### config.mk
export PLATFORM = sky130hd
export DESIGN_NAME = keyboard_matrix_scanner
export DESIGN_NICKNAME = d
export VERILOG_FILES = /design/src/rtl/kbms_pkg.sv /design/src/rtl/keyboard_matrix_scanner.sv
export SDC_FILE = /design/constraint.sdc
export NUM_CORES = 1
export LEC_CHECK = 0
export BUFFER_PORTS_ARGS = -buffer_cell sky130_fd_sc_hd__buf_4
export CORE_AREA = 8 8 127 129
export CTS_BUF_LIST = sky130_fd_sc_hd__clkbuf_4 sky130_fd_sc_hd__clkbuf_8
export DETAILED_ROUTE_END_ITERATION = 12
export DIE_AREA = 0 0 135 137
export GPL_ROUTABILITY_DRIVEN = 0
export HOLD_SLACK_MARGIN = 0.05
export PLACE_DENSITY = 0.71
export SLEW_MARGIN = 20
export SYNTH_ARGS = -nofsm -noshare
export SYNTH_HDL_FRONTEND = slang
export SYNTH_SLANG_ARGS = --single-unit
### constraint.sdc
create_clock -name clk -period 5.7 [get_ports clk]
set_clock_uncertainty 0.05 [all_clocks]
set_input_delay 0.57 -clock clk [delete_from_list [all_inputs] [get_ports clk]]
set_output_delay 0.57 -clock clk [all_outputs]
set_load 0.02 [all_outputs]
### src/rtl/kbms_pkg.sv
// kbms_pkg: shared constants, key code table and helpers for the key matrix scanner.
// No dependencies; used by keyboard_matrix_scanner.
`default_nettype none

package kbms_pkg;

  localparam int unsigned NumRows  = 7;
  localparam int unsigned NumCols  = 8;
  localparam int unsigned NumKeys  = NumRows * NumCols;
  localparam int unsigned CodeW    = 8;
  localparam int unsigned EntropyW = 16;
  localparam int unsigned CfgIdxW  = 3;

  typedef logic [CodeW-1:0]    code_t;
  typedef logic [EntropyW-1:0] entropy_t;
  typedef logic [NumKeys-1:0]  matrix_t;

  // Configuration register indexes
  localparam logic [CfgIdxW-1:0] CFG_UP     = 3'd0;
  localparam logic [CfgIdxW-1:0] CFG_DOWN   = 3'd1;
  localparam logic [CfgIdxW-1:0] CFG_DELETE = 3'd2;
  localparam logic [CfgIdxW-1:0] CFG_RETURN = 3'd3;
  localparam logic [CfgIdxW-1:0] CFG_ESCAPE = 3'd4;

  localparam code_t RST_UP     = 8'd145;
  localparam code_t RST_DOWN   = 8'd17;
  localparam code_t RST_DELETE = 8'd20;
  localparam code_t RST_RETURN = 8'd13;
  localparam code_t RST_ESCAPE = 8'd27;

  // Matrix bit positions of special keys
  localparam int unsigned KEY_UP     = 27;
  localparam int unsigned KEY_DOWN   = 28;
  localparam int unsigned KEY_DELETE = 29;
  localparam int unsigned KEY_RETURN = 48;
  localparam int unsigned KEY_ESCAPE = 50;
  localparam int unsigned KEY_SHIFT  = 55;

  localparam code_t CODE_COLON = 8'd58;
  localparam code_t CODE_SEMI  = 8'd59;
  localparam code_t CODE_MINUS = 8'd45;
  localparam code_t CODE_STAR  = 8'd42;
  localparam code_t CODE_PLUS  = 8'd43;
  localparam code_t CODE_EQUAL = 8'd61;

  // Fixed code of matrix bit row*8+col; zero means no key.
  function automatic code_t key_table(input logic [5:0] idx);
    code_t c;
    c = '0;
    if (idx < 6'd27) begin
      c = code_t'(8'd64 + {2'b00, idx});               // @ A..Z
    end else if (idx == 6'd31) begin
      c = 8'd32;                                        // space
    end else if (idx >= 6'd32 && idx < 6'd44) begin
      c = code_t'(8'd16 + {2'b00, idx});               // 0..9 : ;
    end else if (idx >= 6'd44 && idx < 6'd48) begin
      c = code_t'({2'b00, idx});                        // , - . /
    end
    return c;
  endfunction

  function automatic code_t apply_shift(input code_t c);
    code_t r;
    r = c;
    if (c == CODE_COLON) r = CODE_STAR;
    else if (c == CODE_SEMI) r = CODE_PLUS;
    else if (c == CODE_MINUS) r = CODE_EQUAL;
    return r;
  endfunction

endpackage

`default_nettype wire

### src/rtl/keyboard_matrix_scanner.sv
// keyboard_matrix_scanner: decodes key matrix snapshots and reports a key on release.
// Depends on kbms_pkg (table, constants, types).
//
//  channel  dir  handshake              payload
//  in       in   in_valid / in_ready    key_matrix[55:0]
//  out      out  out_valid / out_ready  key_code[7:0], entropy[15:0]
//  cfg      in   cfg_write              cfg_index[2:0], cfg_data[7:0]
//
// One snapshot per cycle unless a stalled result blocks the input; a report is valid once its
// snapshot has passed the input register, then the result register.
// The decode (column-major priority pick) and phase update sit between the two.
// Reset (rst, synchronous) clears phase, latched code, counter and valid flags.
// A stalled result holds only the stage ahead of it; the input stage keeps
// filling until it is blocked too.
`default_nettype none

module keyboard_matrix_scanner (
  input  wire logic                            clk,
  input  wire logic                            rst,
  input  wire logic                            in_valid,
  output logic                                 in_ready,
  input  wire logic [kbms_pkg::NumKeys-1:0]    key_matrix,
  output logic                                 out_valid,
  input  wire logic                            out_ready,
  output logic [kbms_pkg::CodeW-1:0]           key_code,
  output logic [kbms_pkg::EntropyW-1:0]        entropy,
  input  wire logic                            cfg_write,
  input  wire logic [kbms_pkg::CfgIdxW-1:0]    cfg_index,
  input  wire logic [kbms_pkg::CodeW-1:0]      cfg_data
);

  localparam logic [1:0] PH_RELEASE = 2'd0;
  localparam logic [1:0] PH_PRESS   = 2'd1;
  localparam logic [1:0] PH_FINAL   = 2'd2;

  kbms_pkg::code_t    code_up, code_down, code_delete, code_return, code_escape;
  logic [1:0]         phase, phase_next;
  kbms_pkg::code_t    latched_code, latched_code_next;
  kbms_pkg::entropy_t entropy_count, entropy_count_next;

  logic               s1_valid;
  kbms_pkg::matrix_t  s1_matrix;
  logic               advance;
  logic               emit;

  kbms_pkg::code_t    key_codes [kbms_pkg::NumKeys];
  kbms_pkg::matrix_t  eligible, first_hot;
  kbms_pkg::code_t    picked, decoded;

  // configuration registers
  always_ff @(posedge clk) begin
    if (rst) begin
      code_up     <= kbms_pkg::RST_UP;
      code_down   <= kbms_pkg::RST_DOWN;
      code_delete <= kbms_pkg::RST_DELETE;
      code_return <= kbms_pkg::RST_RETURN;
      code_escape <= kbms_pkg::RST_ESCAPE;
    end else if (cfg_write) begin
      unique case (cfg_index)
        kbms_pkg::CFG_UP:     code_up     <= cfg_data;
        kbms_pkg::CFG_DOWN:   code_down   <= cfg_data;
        kbms_pkg::CFG_DELETE: code_delete <= cfg_data;
        kbms_pkg::CFG_RETURN: code_return <= cfg_data;
        kbms_pkg::CFG_ESCAPE: code_escape <= cfg_data;
        default: ;
      endcase
    end
  end

  assign advance  = s1_valid && (!out_valid || out_ready);
  assign in_ready = !s1_valid || advance;

  // input register
  always_ff @(posedge clk) begin
    if (rst) begin
      s1_valid <= 1'b0;
    end else if (in_ready) begin
      s1_valid <= in_valid;
    end
  end

  always_ff @(posedge clk) begin
    if (in_ready && in_valid) begin
      s1_matrix <= key_matrix;
    end
  end

  // per-key codes and eligibility, reordered column-major (col*7+row)
  always_comb begin
    for (int unsigned r = 0; r < kbms_pkg::NumRows; r++) begin
      for (int unsigned c = 0; c < kbms_pkg::NumCols; c++) begin
        key_codes[c*kbms_pkg::NumRows + r] = kbms_pkg::key_table(6'(r*kbms_pkg::NumCols + c));
      end
    end
    key_codes[3*kbms_pkg::NumRows + 3] = code_up;
    key_codes[4*kbms_pkg::NumRows + 3] = code_down;
    key_codes[5*kbms_pkg::NumRows + 3] = code_delete;
    key_codes[0*kbms_pkg::NumRows + 6] = code_return;
    key_codes[2*kbms_pkg::NumRows + 6] = code_escape;
    for (int unsigned r = 0; r < kbms_pkg::NumRows; r++) begin
      for (int unsigned c = 0; c < kbms_pkg::NumCols; c++) begin
        eligible[c*kbms_pkg::NumRows + r] = s1_matrix[r*kbms_pkg::NumCols + c]
            && (key_codes[c*kbms_pkg::NumRows + r] != '0);
      end
    end
  end

  // lowest set bit wins
  assign first_hot = eligible & (~eligible + kbms_pkg::matrix_t'(1));

  always_comb begin
    picked = '0;
    for (int unsigned i = 0; i < kbms_pkg::NumKeys; i++) begin
      picked = picked | (key_codes[i] & {kbms_pkg::CodeW{first_hot[i]}});
    end
    decoded = s1_matrix[kbms_pkg::KEY_SHIFT] ? kbms_pkg::apply_shift(picked) : picked;
  end

  // wait-key phase machine; unused phase behaves as release wait
  always_comb begin
    phase_next         = phase;
    latched_code_next  = latched_code;
    entropy_count_next = entropy_count;
    emit               = 1'b0;
    unique case (phase)
      PH_PRESS: begin
        entropy_count_next = entropy_count + kbms_pkg::entropy_t'(1);
        if (decoded != '0) begin
          latched_code_next = decoded;
          phase_next        = PH_FINAL;
        end
      end
      PH_FINAL: begin
        if (decoded == '0) begin
          emit       = 1'b1;
          phase_next = PH_RELEASE;
        end
      end
      default: begin
        if (decoded != '0) begin
          entropy_count_next = entropy_count + kbms_pkg::entropy_t'(1);
        end else begin
          phase_next = PH_PRESS;
        end
      end
    endcase
  end

  always_ff @(posedge clk) begin
    if (rst) begin
      phase         <= PH_RELEASE;
      latched_code  <= '0;
      entropy_count <= '0;
    end else if (advance) begin
      phase         <= phase_next;
      latched_code  <= latched_code_next;
      entropy_count <= entropy_count_next;
    end
  end

  // result register
  always_ff @(posedge clk) begin
    if (rst) begin
      out_valid <= 1'b0;
    end else if (advance) begin
      out_valid <= emit;
    end else if (out_ready) begin
      out_valid <= 1'b0;
    end
  end

  always_ff @(posedge clk) begin
    if (advance && emit) begin
      key_code <= latched_code;
      entropy  <= entropy_count;
    end
  end

`ifndef ASSERT_OFF
  a_code_nonzero: assert property (@(posedge clk) disable iff (rst)
    out_valid |-> key_code != '0)
    else $error("reported key code is zero");

  a_latched_nonzero: assert property (@(posedge clk) disable iff (rst)
    phase == PH_FINAL |-> latched_code != '0)
    else $error("final-release phase without a latched code");

  a_entropy_step: assert property (@(posedge clk) disable iff (rst)
    !$past(rst) |-> (entropy_count == $past(entropy_count))
                 || (entropy_count == kbms_pkg::entropy_t'($past(entropy_count) + 1'b1)))
    else $error("entropy counter moved by more than one");

  a_stall_blocks_input: assert property (@(posedge clk) disable iff (rst)
    s1_valid && out_valid && !out_ready |-> !in_ready)
    else $error("input accepted while both stages are held");
`endif

endmodule

`default_nettype wire

=== After elaboration in Yosys (flattened, before gate mapping) ===
Index checks and enable logic that the tools add are counted.

* $add $sub $neg: 2
* $mul: 0
* Divide/modulo/power cells: 0
* Magnitude comparators: 0
* Equal/unequal tests: 12
* Shift-type cells: 0
* Mux-type cells: 14
* Bitwise logic cells: 56
* Reductions and logical operators: 30

{| class="wikitable"
|+ Operator list
! cell !! number
|-
| $or 8x7->8 || 23
|-
| $or 8x6->8 || 15
|-
| $add 55x1->55 const B || 1
|-
| $and 55x55->55 || 1
|-
| $not 55->55 || 1
|-
| $reduce_bool 8->1 || 6
|-
| $and 8x8->8 || 5
|-
| $mux 8 || 4
|-
| $or 8x8->8 || 4
|-
| $pmux 16 s2 || 1
|-
| $eq 8x6->1 const B || 3
|-
| $or 7x7->7 || 3
|-
| $add 16x1->16 const B || 1
|-
| $mux 16 || 1
|-
| $or 7x6->7 || 2
|-
| $reduce_and 2->1 || 5
|-
| $logic_and 1x1->1 || 8
|-
| $logic_not 8->1 || 1
|-
| $or 7x8->8 || 1
|-
| $eq 3x2->1 const B || 2
|-
| $mux 2 || 3
|-
| $reduce_and 3->1 || 2
|-
| $mux 1 || 4
|-
| $ne 2x2->1 const B || 2
|-
| 12 further kinds || 15
|}

* Register bits: 148
* Latch bits: 0
* Bits in writable memories: 0
* Bits in read-only memories: 0
* Input bits: 72
* Output and inout bits: 26
* Logic and storage cells: 127
* Memories: 0

=== Longest topological paths before layout ===
Gate-level depths: netlist of the first run.

* Depth after elaboration: 62
* Mapped depth: 13

=== Worst setup path after synthesis of the first run ===
No wires, ideal clock.

* Kind: register to register
* Start point: register s1_matrix[2]
* End point: register entropy[0] (netlist bit) (enable)
* Library setup time: 435 ps
* Arrival time: 4414 ps
* Required time: 5215 ps
* Setup slack: 801 ps
* Stages on the path, launching flop included: 12
* Buffers on the path: 2
* Period minus slack after synthesis: 4899 ps
* Cell sequence: edfxtp_1 -> nor4_2 -> and3_1 -> and4_1 -> clkbuf_1 -> and2_1 -> a22oi_1 -> o2111ai_1 -> or4_1 -> or4_1 -> clkbuf_1 -> nor3_1

* Longest elaborated chain between the ends: 48

{| class="wikitable"
|+ Ends and longest elaborated chain
! what !! RTL line !! source
|-
| start: declaration || keyboard_matrix_scanner.sv:42 || <nowiki>kbms_pkg::matrix_t s1_matrix;</nowiki>
|-
| start signal: assignment || keyboard_matrix_scanner.sv:84 || <nowiki>s1_matrix <= key_matrix;</nowiki>
|-
| $not 55->55 || keyboard_matrix_scanner.sv:109 || <nowiki>assign first_hot = eligible & (~eligible + kbms_pkg::matrix_t'(1));</nowiki>
|-
| $add 55x1->55 || keyboard_matrix_scanner.sv:109 ||
|-
| $and 55x55->55 (*) || keyboard_matrix_scanner.sv:109 ||
|-
| $or 8x7->8 (4 in series) || keyboard_matrix_scanner.sv:114 || <nowiki>picked = picked | (key_codes[i] & {kbms_pkg::CodeW{first_hot[i]}});</nowiki>
|-
| $or 8x6->8 (2 in series) || keyboard_matrix_scanner.sv:114 ||
|-
| $or 8x8->8 || keyboard_matrix_scanner.sv:114 ||
|-
| $or 8x7->8 (3 in series) || keyboard_matrix_scanner.sv:114 ||
|-
| $or 8x8->8 || keyboard_matrix_scanner.sv:114 ||
|-
| (+26 left out) || n/a ||
|-
| $mux 8 || kbms_pkg.sv:67 || <nowiki>else if (c == CODE_MINUS) r = CODE_EQUAL;</nowiki>
|-
| $mux 8 || kbms_pkg.sv:66 || <nowiki>else if (c == CODE_SEMI) r = CODE_PLUS;</nowiki>
|-
| $mux 8 || kbms_pkg.sv:65 || <nowiki>if (c == CODE_COLON) r = CODE_STAR;</nowiki>
|-
| $mux 8 (*) || keyboard_matrix_scanner.sv:116 || <nowiki>decoded = s1_matrix[kbms_pkg::KEY_SHIFT] ? kbms_pkg::apply_shift(picked) : picked;</nowiki>
|-
| $logic_not 8->1 (*) || keyboard_matrix_scanner.sv:134 || <nowiki>if (decoded == '0) begin</nowiki>
|-
| $mux 1 (*) || keyboard_matrix_scanner.sv:134 ||
|-
| $mux 1 (*) || keyboard_matrix_scanner.sv:125 || <nowiki>unique case (phase)</nowiki>
|-
| $logic_and 1x1->1 (*) || keyboard_matrix_scanner.sv:173 || <nowiki>if (advance && emit) begin</nowiki>
|-
| end signal: assignment || keyboard_matrix_scanner.sv:175 || <nowiki>entropy <= entropy_count;</nowiki>
|-
| end: declaration || keyboard_matrix_scanner.sv:26 || <nowiki>output logic [kbms_pkg::EntropyW-1:0] entropy,</nowiki>
|}

Every way passes the cells marked *; elsewhere a longest branch is shown, timed or not.
A chain may end at the register's enable or synchronous reset.

=== Worst setup path after layout of the first run ===
* Start point: register code_return[7]
* End point: register entropy[0] (netlist bit) (enable)

* Longest elaborated chain between the ends: 58

{| class="wikitable"
|+ Ends and longest elaborated chain
! what !! RTL line !! source
|-
| start: declaration || keyboard_matrix_scanner.sv:36 || <nowiki>kbms_pkg::code_t code_up, code_down, code_delete, code_return, code_escape;</nowiki>
|-
| start signal: assignment || keyboard_matrix_scanner.sv:56 || <nowiki>code_return <= kbms_pkg::RST_RETURN;</nowiki>
|-
| start signal: assignment || keyboard_matrix_scanner.sv:63 || <nowiki>kbms_pkg::CFG_RETURN: code_return <= cfg_data;</nowiki>
|-
| $reduce_bool 8->1 || keyboard_matrix_scanner.sv:103 || <nowiki>&& (key_codes[c*kbms_pkg::NumRows + r] != '0);</nowiki>
|-
| $logic_and 1x1->1 || keyboard_matrix_scanner.sv:103 ||
|-
| $not 55->55 || keyboard_matrix_scanner.sv:109 ||
|-
| $add 55x1->55 || keyboard_matrix_scanner.sv:109 ||
|-
| $and 55x55->55 || keyboard_matrix_scanner.sv:109 ||
|-
| $and 8x8->8 || keyboard_matrix_scanner.sv:114 ||
|-
| $or 7x8->8 || keyboard_matrix_scanner.sv:114 ||
|-
| $or 8x7->8 (4 in series) || keyboard_matrix_scanner.sv:114 ||
|-
| (+39 left out) || n/a ||
|-
| $mux 8 || kbms_pkg.sv:67 ||
|-
| $mux 8 || kbms_pkg.sv:66 ||
|-
| $mux 8 || kbms_pkg.sv:65 ||
|-
| $mux 8 (*) || keyboard_matrix_scanner.sv:116 ||
|-
| $logic_not 8->1 (*) || keyboard_matrix_scanner.sv:134 ||
|-
| $mux 1 (*) || keyboard_matrix_scanner.sv:134 ||
|-
| $mux 1 (*) || keyboard_matrix_scanner.sv:125 ||
|-
| $logic_and 1x1->1 (*) || keyboard_matrix_scanner.sv:173 ||
|}

Marked as above.

==> summary.txt, run 1 <==
Synthesis
  – Dominant cell type by area after synthesis: sky130_fd_sc_hd__edfxtp_1
  – Asr flop ratio synth: 0%
  – Area contributors post-synth: sky130_fd_sc_hd__edfxtp_1, sky130_fd_sc_hd__dfxtp_1, sky130_fd_sc_hd__nand2_1
  – Prevailing post-synth register cell: sky130_fd_sc_hd__edfxtp_1
  – Cell area after synthesis: 0.00696 mm²
  – Post-synthesis sequential area ratio: 51.5%
  – Leading cell types by count after synthesis: sky130_fd_sc_hd__nand2_1, sky130_fd_sc_hd__edfxtp_1, sky130_fd_sc_hd__dfxtp_1
  – Number of different library cells in the post-synthesis netlist: 75
  – Yosys warns: 0
  – Post-Synthesis Cells: 703
  – EDFF count, synth: 74
  – Area share of the leading cell type in the synthesized netlist: 31.9%
  – #FFs+latches synth: 142
  – Average instance area after synthesis: 9.90 µm²
  – Post-synth net total: 778
  – Cell with the most instances after synthesis: sky130_fd_sc_hd__nand2_1

Critical path
  – Worst Path Class, Setup: flip-flop to flip-flop
  – CP Data Arrival Time: 4.58 ns
  – Crit path capture type: flip-flop
  – Cells along the critical path: or4_4 > o21a_1 > nor2_1 > o21ai_0 > o211ai_1 > nor4_1 > nand3_1 > or4_1 > nor3_2 > buf_4
  – Data required time of the critical path: 5.78 ns
  – CP max stage cell: sky130_fd_sc_hd__nor4_1
  – Delay of the slowest critical-path stage: 0.78 ns
  – Number of cell instances on the worst register-to-register path: 10
  – Startpoint of the worst setup timing path: code_return[7]
  – Register-to-Register Setup Slack: 1.21 ns
  – FF-to-FF End: entropy[0]
  – Startpoint class of the critical path: flip-flop
  – Critical R2R Launch: code_return[7]
  – Largest driver fanout on the critical path: 24

Global routing
  – Gr ovfl total: 0
  – Number of antenna violations at the first check in global routing: 0
  – Met2 GRT Util: 30.7%
  – Fraction of met3 tracks used by global routing: 4.66%
  – First-pass GRT wire length: 29,000 µm
  – Vias in the first global route: 5,860
  – M1 GR Usage: 24.9%
  – Maximum number of pins on one net before global-route repair: 70
  – Layer with the highest usage after global routing: met2
  – Total global-route track usage: 19.7%

Timing
  – Number of hold-slack violations in the final timing report: 0
  – Total setup violations reported at the end of the flow: 0
  – Final worst-path setup slack: 1.21 ns
  – WHS: 0.234 ns
  – Worst Max-Slew Pin Slew: 0.952 ns
  – Fin Setup TNS: 0 ns
  – Relative max-transition margin: 35.6%
  – Highest Clock Rate: 0.223 GHz
  – Setup repair after global routing missed its margin: false
  – Clock period minus worst slack: 4.49 ns
  – Final max-slew violation count: 0
  – Part of the cycle the worst path needs: 78.8%

Clock network
  – Post-CTS Repair Setup Buffers: 0
  – Maximum level of the CTS H-tree: 4
  – Number of clock sinks seen by CTS: 142
  – Clk root buf: sky130_fd_sc_hd__clkbuf_8
  – Total CTS buffers: 17
  – Post-cts gate resize count: 0
  – TritonCTS clock tree: done
  – Maximum number of buffers from clock root to sink: 2
  – Clk pin slew, worst setup/hold paths: 0.09 ns
  – Hold buffer count at CTS: 0
  – Worst skew pair latency: 0.46 ns

Routing
  – Routed wirelength normalized by instance count: 18.4 µm
  – ANT nets after route: 0
  – Vias per std cell: 6.23
  – Drt initial violations: 817
  – First-pass iteration count of the detailed router: 9
  – DR vias: 6,142
  – Number of design rule violations left after detail routing: 0
  – Post-Route WL: 18,100 µm

Power
  – Power density of the placed cells: 255 mW/mm²
  – Overall Power: 2080 µW
  – Maximum ir drop on the vdd rail: 0.000237 V
  – Lkg Pwr: 0.00274 µW

Cells and area
  – Fin util: 57.5%
  – Fraction of final layout cells sized beyond drive strength 1: 19.2%
  – N_diodes: 0
  – Final Net Count: 864
  – Signed area change from the synthesized netlist to the final layout: 17.4%

Die
  – Vert. Die Dim: 137 µm
  – Row count: 44
  – Die outline width: 135 µm
  – DIE AREA: 0.0185 mm²
  – Floorplan core area: 0.0142 mm²
  – I/O Pins: 98
  – Initial cell density of the core: 49.0%

Flow run
  – Number of maximum-capacitance constraint violations: 0

Status
  – Result of the run: finished, final reports clean

Place
  – Post-DP HPWL: 13,500 µm
  – Port buffer count: 91
  – Post-placement setup slack: 1.34 ns

Worst hold path
  – Type of the worst min-delay path: input port to flip-flop
  – Worst min-delay path startpoint: key_matrix[25]
  – Hold path depth: 1
  – Worst Hold Path EP: s1_matrix[25]
==> cell usage in the layout, fill, tap and decap left out, types with 18 or more instances in the layout <==
| cell type | count |
|---|---|
| sky130_fd_sc_hd__nand3_1 | 29 |
| sky130_fd_sc_hd__nor4_1 | 27 |
| sky130_fd_sc_hd__a21oi_1 | 44 |
| sky130_fd_sc_hd__nor2_1 | 49 |
| sky130_fd_sc_hd__clkbuf_8 | 18 |
| sky130_fd_sc_hd__buf_4 | 94 |
| sky130_fd_sc_hd__or4_1 | 28 |
| sky130_fd_sc_hd__dfxtp_1 | 68 |
| sky130_fd_sc_hd__edfxtp_1 | 74 |
| sky130_fd_sc_hd__nand2_1 | 87 |
| sky130_fd_sc_hd__o21ai_0 | 23 |
==> sequential cells by signal (all words and copies together) (netlist names), 2 cells and up <==
| signal | cells |
|---|---|
| code_delete | 8 |
| code_down | 8 |
| code_escape | 8 |
| code_return | 8 |
| code_up | 8 |
| entropy | 16 |
| entropy_count | 16 |
| key_code | 8 |
| latched_code | 8 |
| phase | 2 |
| s1_matrix | 50 |
==> metrics by stage <==
step / area, µm² / std cells
finish: 8170 / 986
global route: 8170 / 986
CTS: 8160 / 986
detailed placement: 7790 / 954
global placement: 7790 / 954
floorplan: 6960 / 703
==> worst max-delay path by stage <==
stage / end / slack [ns] / cells past startpoint
final: entropy[0] / 1.21 / 10
after global routing: entropy[0] / 0.94 / 10
after CTS: entropy[0] / 1.31 / 10
after detailed placement: entropy[1] / 1.34 / 10
after global placement: entropy[0] / 1.43 / 10
after floorplan: entropy[0] / 0.80 / 11
==> cell families (layout without fill, tap and decap cells) <==
group,count (synthesis),in the layout,share of synthesized area (%)
buffers and inverters,43,142,2.54
muxes,13,13,1.89
and+or+nand+nor,344,344,28.0
AOI/OAI and AO/OA,158,158,15.6
DFF,142,142,51.5
adders and majority gates,3,3,0.540
==> layer usage <==
layer | vias to the layer above | part of all wire [%]
met5 | - | 0
met4 | 0 | 3.8
met3 | 65 | 8.7
met2 | 323 | 46
met1 | 2847 | 42
li1 | 2907 | -
==> area by class of cell <==
type	count	area, µm²
repair buffers	94	706
clock inverters	14	124
inverters	16	60.1
flip-flops and latches	142	3580
clock buffers	18	248
multi-input cells	518	3210
fillers	1232	6040
well taps	184	230
==> worst max-delay path, delay by kind of cell, from the launching register on <==
| kind | cells | cell delay (ns) |
|---|---|---|
| buffers and inverters | 1 | 0.31 |
| AOI/OAI and AO/OA | 3 | 0.92 |
| DFF | 1 | 0.39 |
| and+or+nand+nor | 6 | 2.48 |
==> power by group <==
part / internal [µW] / leakage, µW / switching [µW]
logic: 71.3 / 0.00133 / 92.2
clock network: 329 / 0.000188 / 430
registers: 1110 / 0.00122 / 43.8
total: 1510 / 0.00274 / 566
Note: power is estimated with default switching activity, not from simulation.
==> run 2: changes to the inputs <==
==> constraint.sdc (replaced) <==
create_clock -name clk -period 4.4 [get_ports clk]
set_clock_uncertainty 0.05 [all_clocks]
set_input_delay 0.44 -clock clk [delete_from_list [all_inputs] [get_ports clk]]
set_output_delay 0.44 -clock clk [all_outputs]
set_load 0.02 [all_outputs]
==> summary.txt, run 2 (synthesis results as in run 1) <==
Cells and area
  – Top library cells by usage in the layout, fill and taps aside: sky130_fd_sc_hd__buf_4, sky130_fd_sc_hd__nand2_1, sky130_fd_sc_hd__edfxtp_1
  – Most flops, register: s1_matrix
  – Registers with the most flip-flops: s1_matrix (50), entropy (16), entropy_count (16)
  – Largest register FFs: 50 (unchanged)
  – N_diodes: 0 (unchanged)
  – Signed area change from the synthesized netlist to the final layout: 18.7%
  – Most common cell after layout, fill and taps aside: sky130_fd_sc_hd__buf_4
  – Final Net Count: 869 (+0.58%)
  – Fraction of final layout cells sized beyond drive strength 1: 19.7% (+0.50 points)

Routing
  – Number of design rule violations left after detail routing: 0 (unchanged)
  – First-pass iteration count of the detailed router: 7 (-2)
  – Post-Route WL: 18,300 µm (+1.1%)
  – Drt initial violations: 768 (-6.0%)
  – Vias per std cell: 6.25 (+0.39%)
  – ANT nets after route: 0 (unchanged)
  – DR vias: 6,197 (+0.90%)
  – Routed wirelength normalized by instance count: 18.5 µm (+0.63%)

Clock network
  – Clk pin slew, worst setup/hold paths: 0.09 ns (about the same)
  – Number of clock sinks seen by CTS: 142 (unchanged)
  – Total CTS buffers: 17 (unchanged)
  – Maximum number of buffers from clock root to sink: 2 (unchanged)
  – TritonCTS clock tree: done
  – Maximum level of the CTS H-tree: 4 (unchanged)
  – Clk root buf: sky130_fd_sc_hd__clkbuf_8
  – Hold buffer count at CTS: 0 (unchanged)
  – Worst skew pair latency: 0.46 ns (about the same)

Critical path
  – CP max stage cell: sky130_fd_sc_hd__nor4_1
  – Register-to-Register Setup Slack: 0.32 ns (-0.89 ns)
  – Critical R2R Launch: s1_matrix[0]
  – Data required time of the critical path: 4.73 ns (-1.05 ns)
  – Worst Path Class, Setup: flip-flop to flip-flop
  – Startpoint class of the critical path: flip-flop
  – Largest driver fanout on the critical path: 32 (+33%)
  – CP Data Arrival Time: 4.41 ns (-0.17 ns)
  – Cells along the critical path: nor4_1 > nand2_1 > or3_1 > nor4_1 > buf_4 > a22oi_1 > o2111ai_1 > or4_1 > nor4_4 > buf_4 > or4_1 > a21oi_1
  – Startpoint of the worst setup timing path: s1_matrix[0]
  – Delay of the slowest critical-path stage: 0.63 ns (-0.15 ns)
  – Crit path capture type: flip-flop

Die
  – Floorplan core area: 0.0142 mm² (unchanged)
  – Vert. Die Dim: 137 µm (unchanged)
  – Die outline width: 135 µm (unchanged)
  – DIE AREA: 0.0185 mm² (unchanged)
  – Row count: 44 (unchanged)
  – Initial cell density of the core: 49.0% (unchanged)
  – I/O Pins: 98 (unchanged)

Timing
  – Setup repair after global routing missed its margin: false
  – Final max-slew violation count: 0 (unchanged)
  – Number of hold-slack violations in the final timing report: 0 (unchanged)
  – Worst Max-Slew Pin Slew: 0.938 ns (-0.0148 ns)
  – Part of the cycle the worst path needs: 92.7% (+14 points)
  – Clock period minus worst slack: 4.08 ns (-0.413 ns)
  – Relative max-transition margin: 36.6% (+1.0 points)
  – Total setup violations reported at the end of the flow: 0 (unchanged)
  – Highest Clock Rate: 0.245 GHz (+10%)
  – Fin Setup TNS: 0 ns (unchanged)
  – WHS: 0.108 ns (-0.126 ns)

Status
  – Result of the run: finished, final reports clean

Flow run
  – Number of maximum-capacitance constraint violations: 0 (unchanged)

Power
  – Maximum ir drop on the vdd rail: 0.000310 V (+31%)
  – Lkg Pwr: 0.00280 µW (+2.2%)
  – Power density of the placed cells: 338 mW/mm² (+33%)

Place
  – Post-DP HPWL: 13,700 µm (+1.5%)
  – Port buffer count: 91 (unchanged)

Global routing
  – Vias in the first global route: 5,809 (-0.87%)
  – Total global-route track usage: 20.1% (+0.43 points)
  – Maximum number of pins on one net before global-route repair: 70 (unchanged)
  – Gr ovfl total: 0 (unchanged)
  – Number of antenna violations at the first check in global routing: 0 (unchanged)
  – First-pass GRT wire length: 29,600 µm (+2.0%)

Worst hold path
  – Worst min-delay path startpoint: key_matrix[34]
  – Type of the worst min-delay path: input port to flip-flop
-- run 2: layout make-up --
cell class                 count  area (µm²)
timing repair buffer          99         756
clock buffer                  17         234
multi-input combinational    518        3220
sequential                   142        3580
clock inverter                15         171
tap                          184         230
fill                        1243        5950
inverter                      16        60.1
-- run 2: report_power, final --
part,switching (µW),leakage [µW],internal [µW],total [µW]
registers,56.2,0.00122,1440,1500
clock network,556,0.000206,523,1080
logic,121,0.00137,93.9,215
-- run 2: final timing paths --
| kind | end | cells after the start |
|---|---|---|
| worst max-delay path | entropy_count[7] | 12 |
| worst min-delay path | s1_matrix[34] | 1 |
| worst max register to register | entropy_count[7] | 12 |
| worst min register to register | key_code[7] | 0 |
-- run 2: worst max-delay path, delay by kind of cell, from the launching register on --
family / cells / cell delay (ns)
AOI/OAI and AO/OA: 3 / 0.44
buffers and inverters: 2 / 0.43
DFF: 1 / 0.45
and+or+nand+nor: 7 / 2.65
-- run 2: repair_timing --
| action | 4_1_cts | 5_1_grt |
|---|---|---|
| resized for setup | 0 | 1 |
| buffers inserted | 0 | 0 |
| endpoints found under the setup margin | 0 | 29 |
-- run 2: through the flow --
stage                     area (µm²)  power, µW  setup slack (ns)  utilization (%)  instances
after floorplan                 6960       1640             0.243                -        703
after global placement          7850       1730             0.428             55.3        959
after detailed placement        7850       1740             0.315             55.3        959
after CTS                       8250       2810             0.277             58.1        991
after global routing            8260       2900            0.0505             58.1        991
final                           8260       2790             0.321             58.1        991
-- run 2: metal layers --
metal | GRT usage (%) | part of all wire (%) | vias to the layer above | wire, µm
met4 | 10.4 | 3.8 | 0 | 703
met3 | 4.96 | 8.1 | 66 | 1490
li1 | - | - | 2924 | -
met1 | 25.8 | 42 | 2866 | 7730
met2 | 31.1 | 46 | 341 | 8390
met5 | 0 | 0 | - | 0
==> run 3: changes to the inputs <==
==> constraint.sdc (replaced) <==
create_clock -name clk -period 4.2 [get_ports clk]
set_clock_uncertainty 0.05 [all_clocks]
set_input_delay 0.42 -clock clk [delete_from_list [all_inputs] [get_ports clk]]
set_output_delay 0.42 -clock clk [all_outputs]
set_load 0.02 [all_outputs]
==> summary.txt, run 3 (synthesis results as in run 1) <==
Routing
  – Post-Route WL: 18,600 µm (+1.5%)
  – First-pass iteration count of the detailed router: 6 (-1)
  – Vias per std cell: 6.27 (+0.20%)
  – DR vias: 6,316 (+1.9%)
  – Routed wirelength normalized by instance count: 18.4 µm (-0.20%)
  – Number of design rule violations left after detail routing: 0 (unchanged)
  – ANT nets after route: 0 (unchanged)
  – Drt initial violations: 776 (+1.0%)

Flow run
  – Number of maximum-capacitance constraint violations: 0 (unchanged)

Die
  – Floorplan core area: 0.0142 mm² (unchanged)
  – Initial cell density of the core: 49.0% (unchanged)
  – DIE AREA: 0.0185 mm² (unchanged)
  – Die outline width: 135 µm (unchanged)
  – Row count: 44 (unchanged)
  – I/O Pins: 98 (unchanged)
  – Vert. Die Dim: 137 µm (unchanged)

Timing
  – Total setup violations reported at the end of the flow: 0 (unchanged)
  – Highest Clock Rate: 0.244 GHz (-0.34%)
  – Number of hold-slack violations in the final timing report: 0 (unchanged)
  – Setup repair after global routing missed its margin: false
  – Fin Setup TNS: 0 ns (unchanged)
  – Final max-slew violation count: 0 (unchanged)
  – Clock period minus worst slack: 4.09 ns (+0.0140 ns)
  – Relative max-transition margin: 39.1% (+2.4 points)
  – Worst Max-Slew Pin Slew: 0.906 ns (-0.0318 ns)
  – Part of the cycle the worst path needs: 97.4% (+4.7 points)

Worst hold path
  – Worst min-delay path startpoint: key_matrix[48]
  – Type of the worst min-delay path: input port to flip-flop

Global routing
  – Maximum number of pins on one net before global-route repair: 70 (unchanged)
  – Vias in the first global route: 5,985 (+3.0%)
  – Total global-route track usage: 20.0% (-0.14 points)
  – First-pass GRT wire length: 29,300 µm (-1.1%)
  – Number of antenna violations at the first check in global routing: 0 (unchanged)
  – Gr ovfl total: 0 (unchanged)

Cells and area
  – Most flops, register: s1_matrix
  – N_diodes: 0 (unchanged)
  – Filler-free cell count of the finished design: 1,008 (+1.7%)
  – Most common cell after layout, fill and taps aside: sky130_fd_sc_hd__buf_4
  – Signed area change from the synthesized netlist to the final layout: 20.8%
  – Largest register FFs: 50 (unchanged)
  – Final Net Count: 886 (+2.0%)
  – Registers with the most flip-flops: s1_matrix (50), entropy (16), entropy_count (16)
  – Fraction of final layout cells sized beyond drive strength 1: 20.0% (+0.32 points)
  – Top library cells by usage in the layout, fill and taps aside: sky130_fd_sc_hd__buf_4, sky130_fd_sc_hd__nand2_1, sky130_fd_sc_hd__edfxtp_1
  – Layout fillers: 1,196 (-3.8%)

Clock network
  – Worst skew pair latency: 0.47 ns (about the same)
  – TritonCTS clock tree: done
  – Clk root buf: sky130_fd_sc_hd__clkbuf_8
  – Total CTS buffers: 17 (unchanged)
  – Number of clock sinks seen by CTS: 142 (unchanged)
  – Clk pin slew, worst setup/hold paths: 0.08 ns (about the same)
  – Maximum level of the CTS H-tree: 4 (unchanged)
  – Maximum number of buffers from clock root to sink: 2 (unchanged)

Power
  – Lkg Pwr: 0.00286 µW (+2.3%)
  – Power density of the placed cells: 340 mW/mm² (+0.66%)
  – Maximum ir drop on the vdd rail: 0.000293 V (-5.2%)
  – Overall Power: 2860 µW (+2.4%)

Critical path
  – Delay of the slowest critical-path stage: 0.83 ns (+0.20 ns)
  – Data required time of the critical path: 4.31 ns (-0.42 ns)
  – Top delay family on crit path: simple AND/OR/NAND/NOR gates
  – Buffers and inverters on the worst path: 1 (-1)
  – CP max stage cell: sky130_fd_sc_hd__nor4_1
  – Startpoint of the worst setup timing path: code_return[0]
  – Largest driver fanout on the critical path: 24 (-25%)
  – Crit path capture type: flip-flop
  – Critical R2R Launch: code_return[0]
  – CP Data Arrival Time: 4.21 ns (-0.20 ns)
  – Cells along the critical path: or4_4 > o21a_1 > nor2_1 > o21ai_0 > o211ai_1 > nor4_1 > nand3_1 > or4_1 > nor3_4 > buf_12
  – Worst Path Class, Setup: flip-flop to flip-flop
  – Startpoint class of the critical path: flip-flop

Place
  – Post-DP HPWL: 13,600 µm (-0.37%)
  – Port buffer count: 91 (unchanged)
  – Placed instance count: 963 (+0.42%)

Status
  – Result of the run: finished, final reports clean
-- run 3: changes by cell type in the layout (fill, tap and decap cells not counted), sizes merged --
cell / delta
bufinv: -1
clkbuf: +4
dlygate4sd3: +13
buf: +4
inv: -3
-- run 3: path summary, 6_finish.rpt --
path	slack (ns)	endpoint	cells after the start
setup / recovery	0.11	entropy[11]	10
hold / removal	0.08	s1_matrix[48]	1
setup reg to reg	0.11	entropy[11]	10
hold reg to reg	0.39	key_code[3]	0
-- run 3: routing by layer --
metal	up-vias	part of all wire (%)	GRT usage (%)
li1	2958	-	-
met1	2937	41	24.0
met2	346	46	31.9
met3	75	8.5	5.40
met4	0	4.0	11.6
met5	-	0	0
-- run 3: power breakdown --
| part | total, µW | switching, µW | internal, µW |
|---|---|---|---|
| sequential | 1570 | 61.7 | 1510 |
| clock | 1050 | 548 | 502 |
| combinational | 238 | 129 | 109 |
-- run 3: cell type report --
type | instances | area (µm²) | area share (%)
Clock buffer | 21 | 264 | 3.14
Clock inverter | 11 | 108 | 1.28
Inverter | 16 | 60.1 | 0.715
Multi-Input combinational cell | 518 | 3240 | 38.6
Sequential cell | 142 | 3580 | 42.7
Tap cell | 184 | 230 | 2.74
Timing Repair Buffer | 116 | 916 | 10.9
-- run 3: what timing repair did --
item | CTS | global route
resized for setup | 0 | 3
hold buffers | 13 | 0
endpoints found under the hold margin | 13 | 0
setup buffers | 0 | 0
setup endpoints to repair | 0 | 37
-- run 3: per-stage QoR --
| stage | area [µm²] | setup WS (ns) | hold WS (ns) | util, % |
|---|---|---|---|---|
| finish | 8400 | 0.107 | 0.0826 | 59.2 |
| global route | 8400 | 0.00136 | 0.0541 | 59.2 |
| CTS | 8380 | 0.179 | 0.0528 | 59.0 |
| detailed placement | 7880 | 0.197 | 0.371 | 55.5 |
| global placement | 7880 | 0.305 | 0.373 | 55.5 |
| floorplan | 6960 | 0.0429 | 0.352 | - |
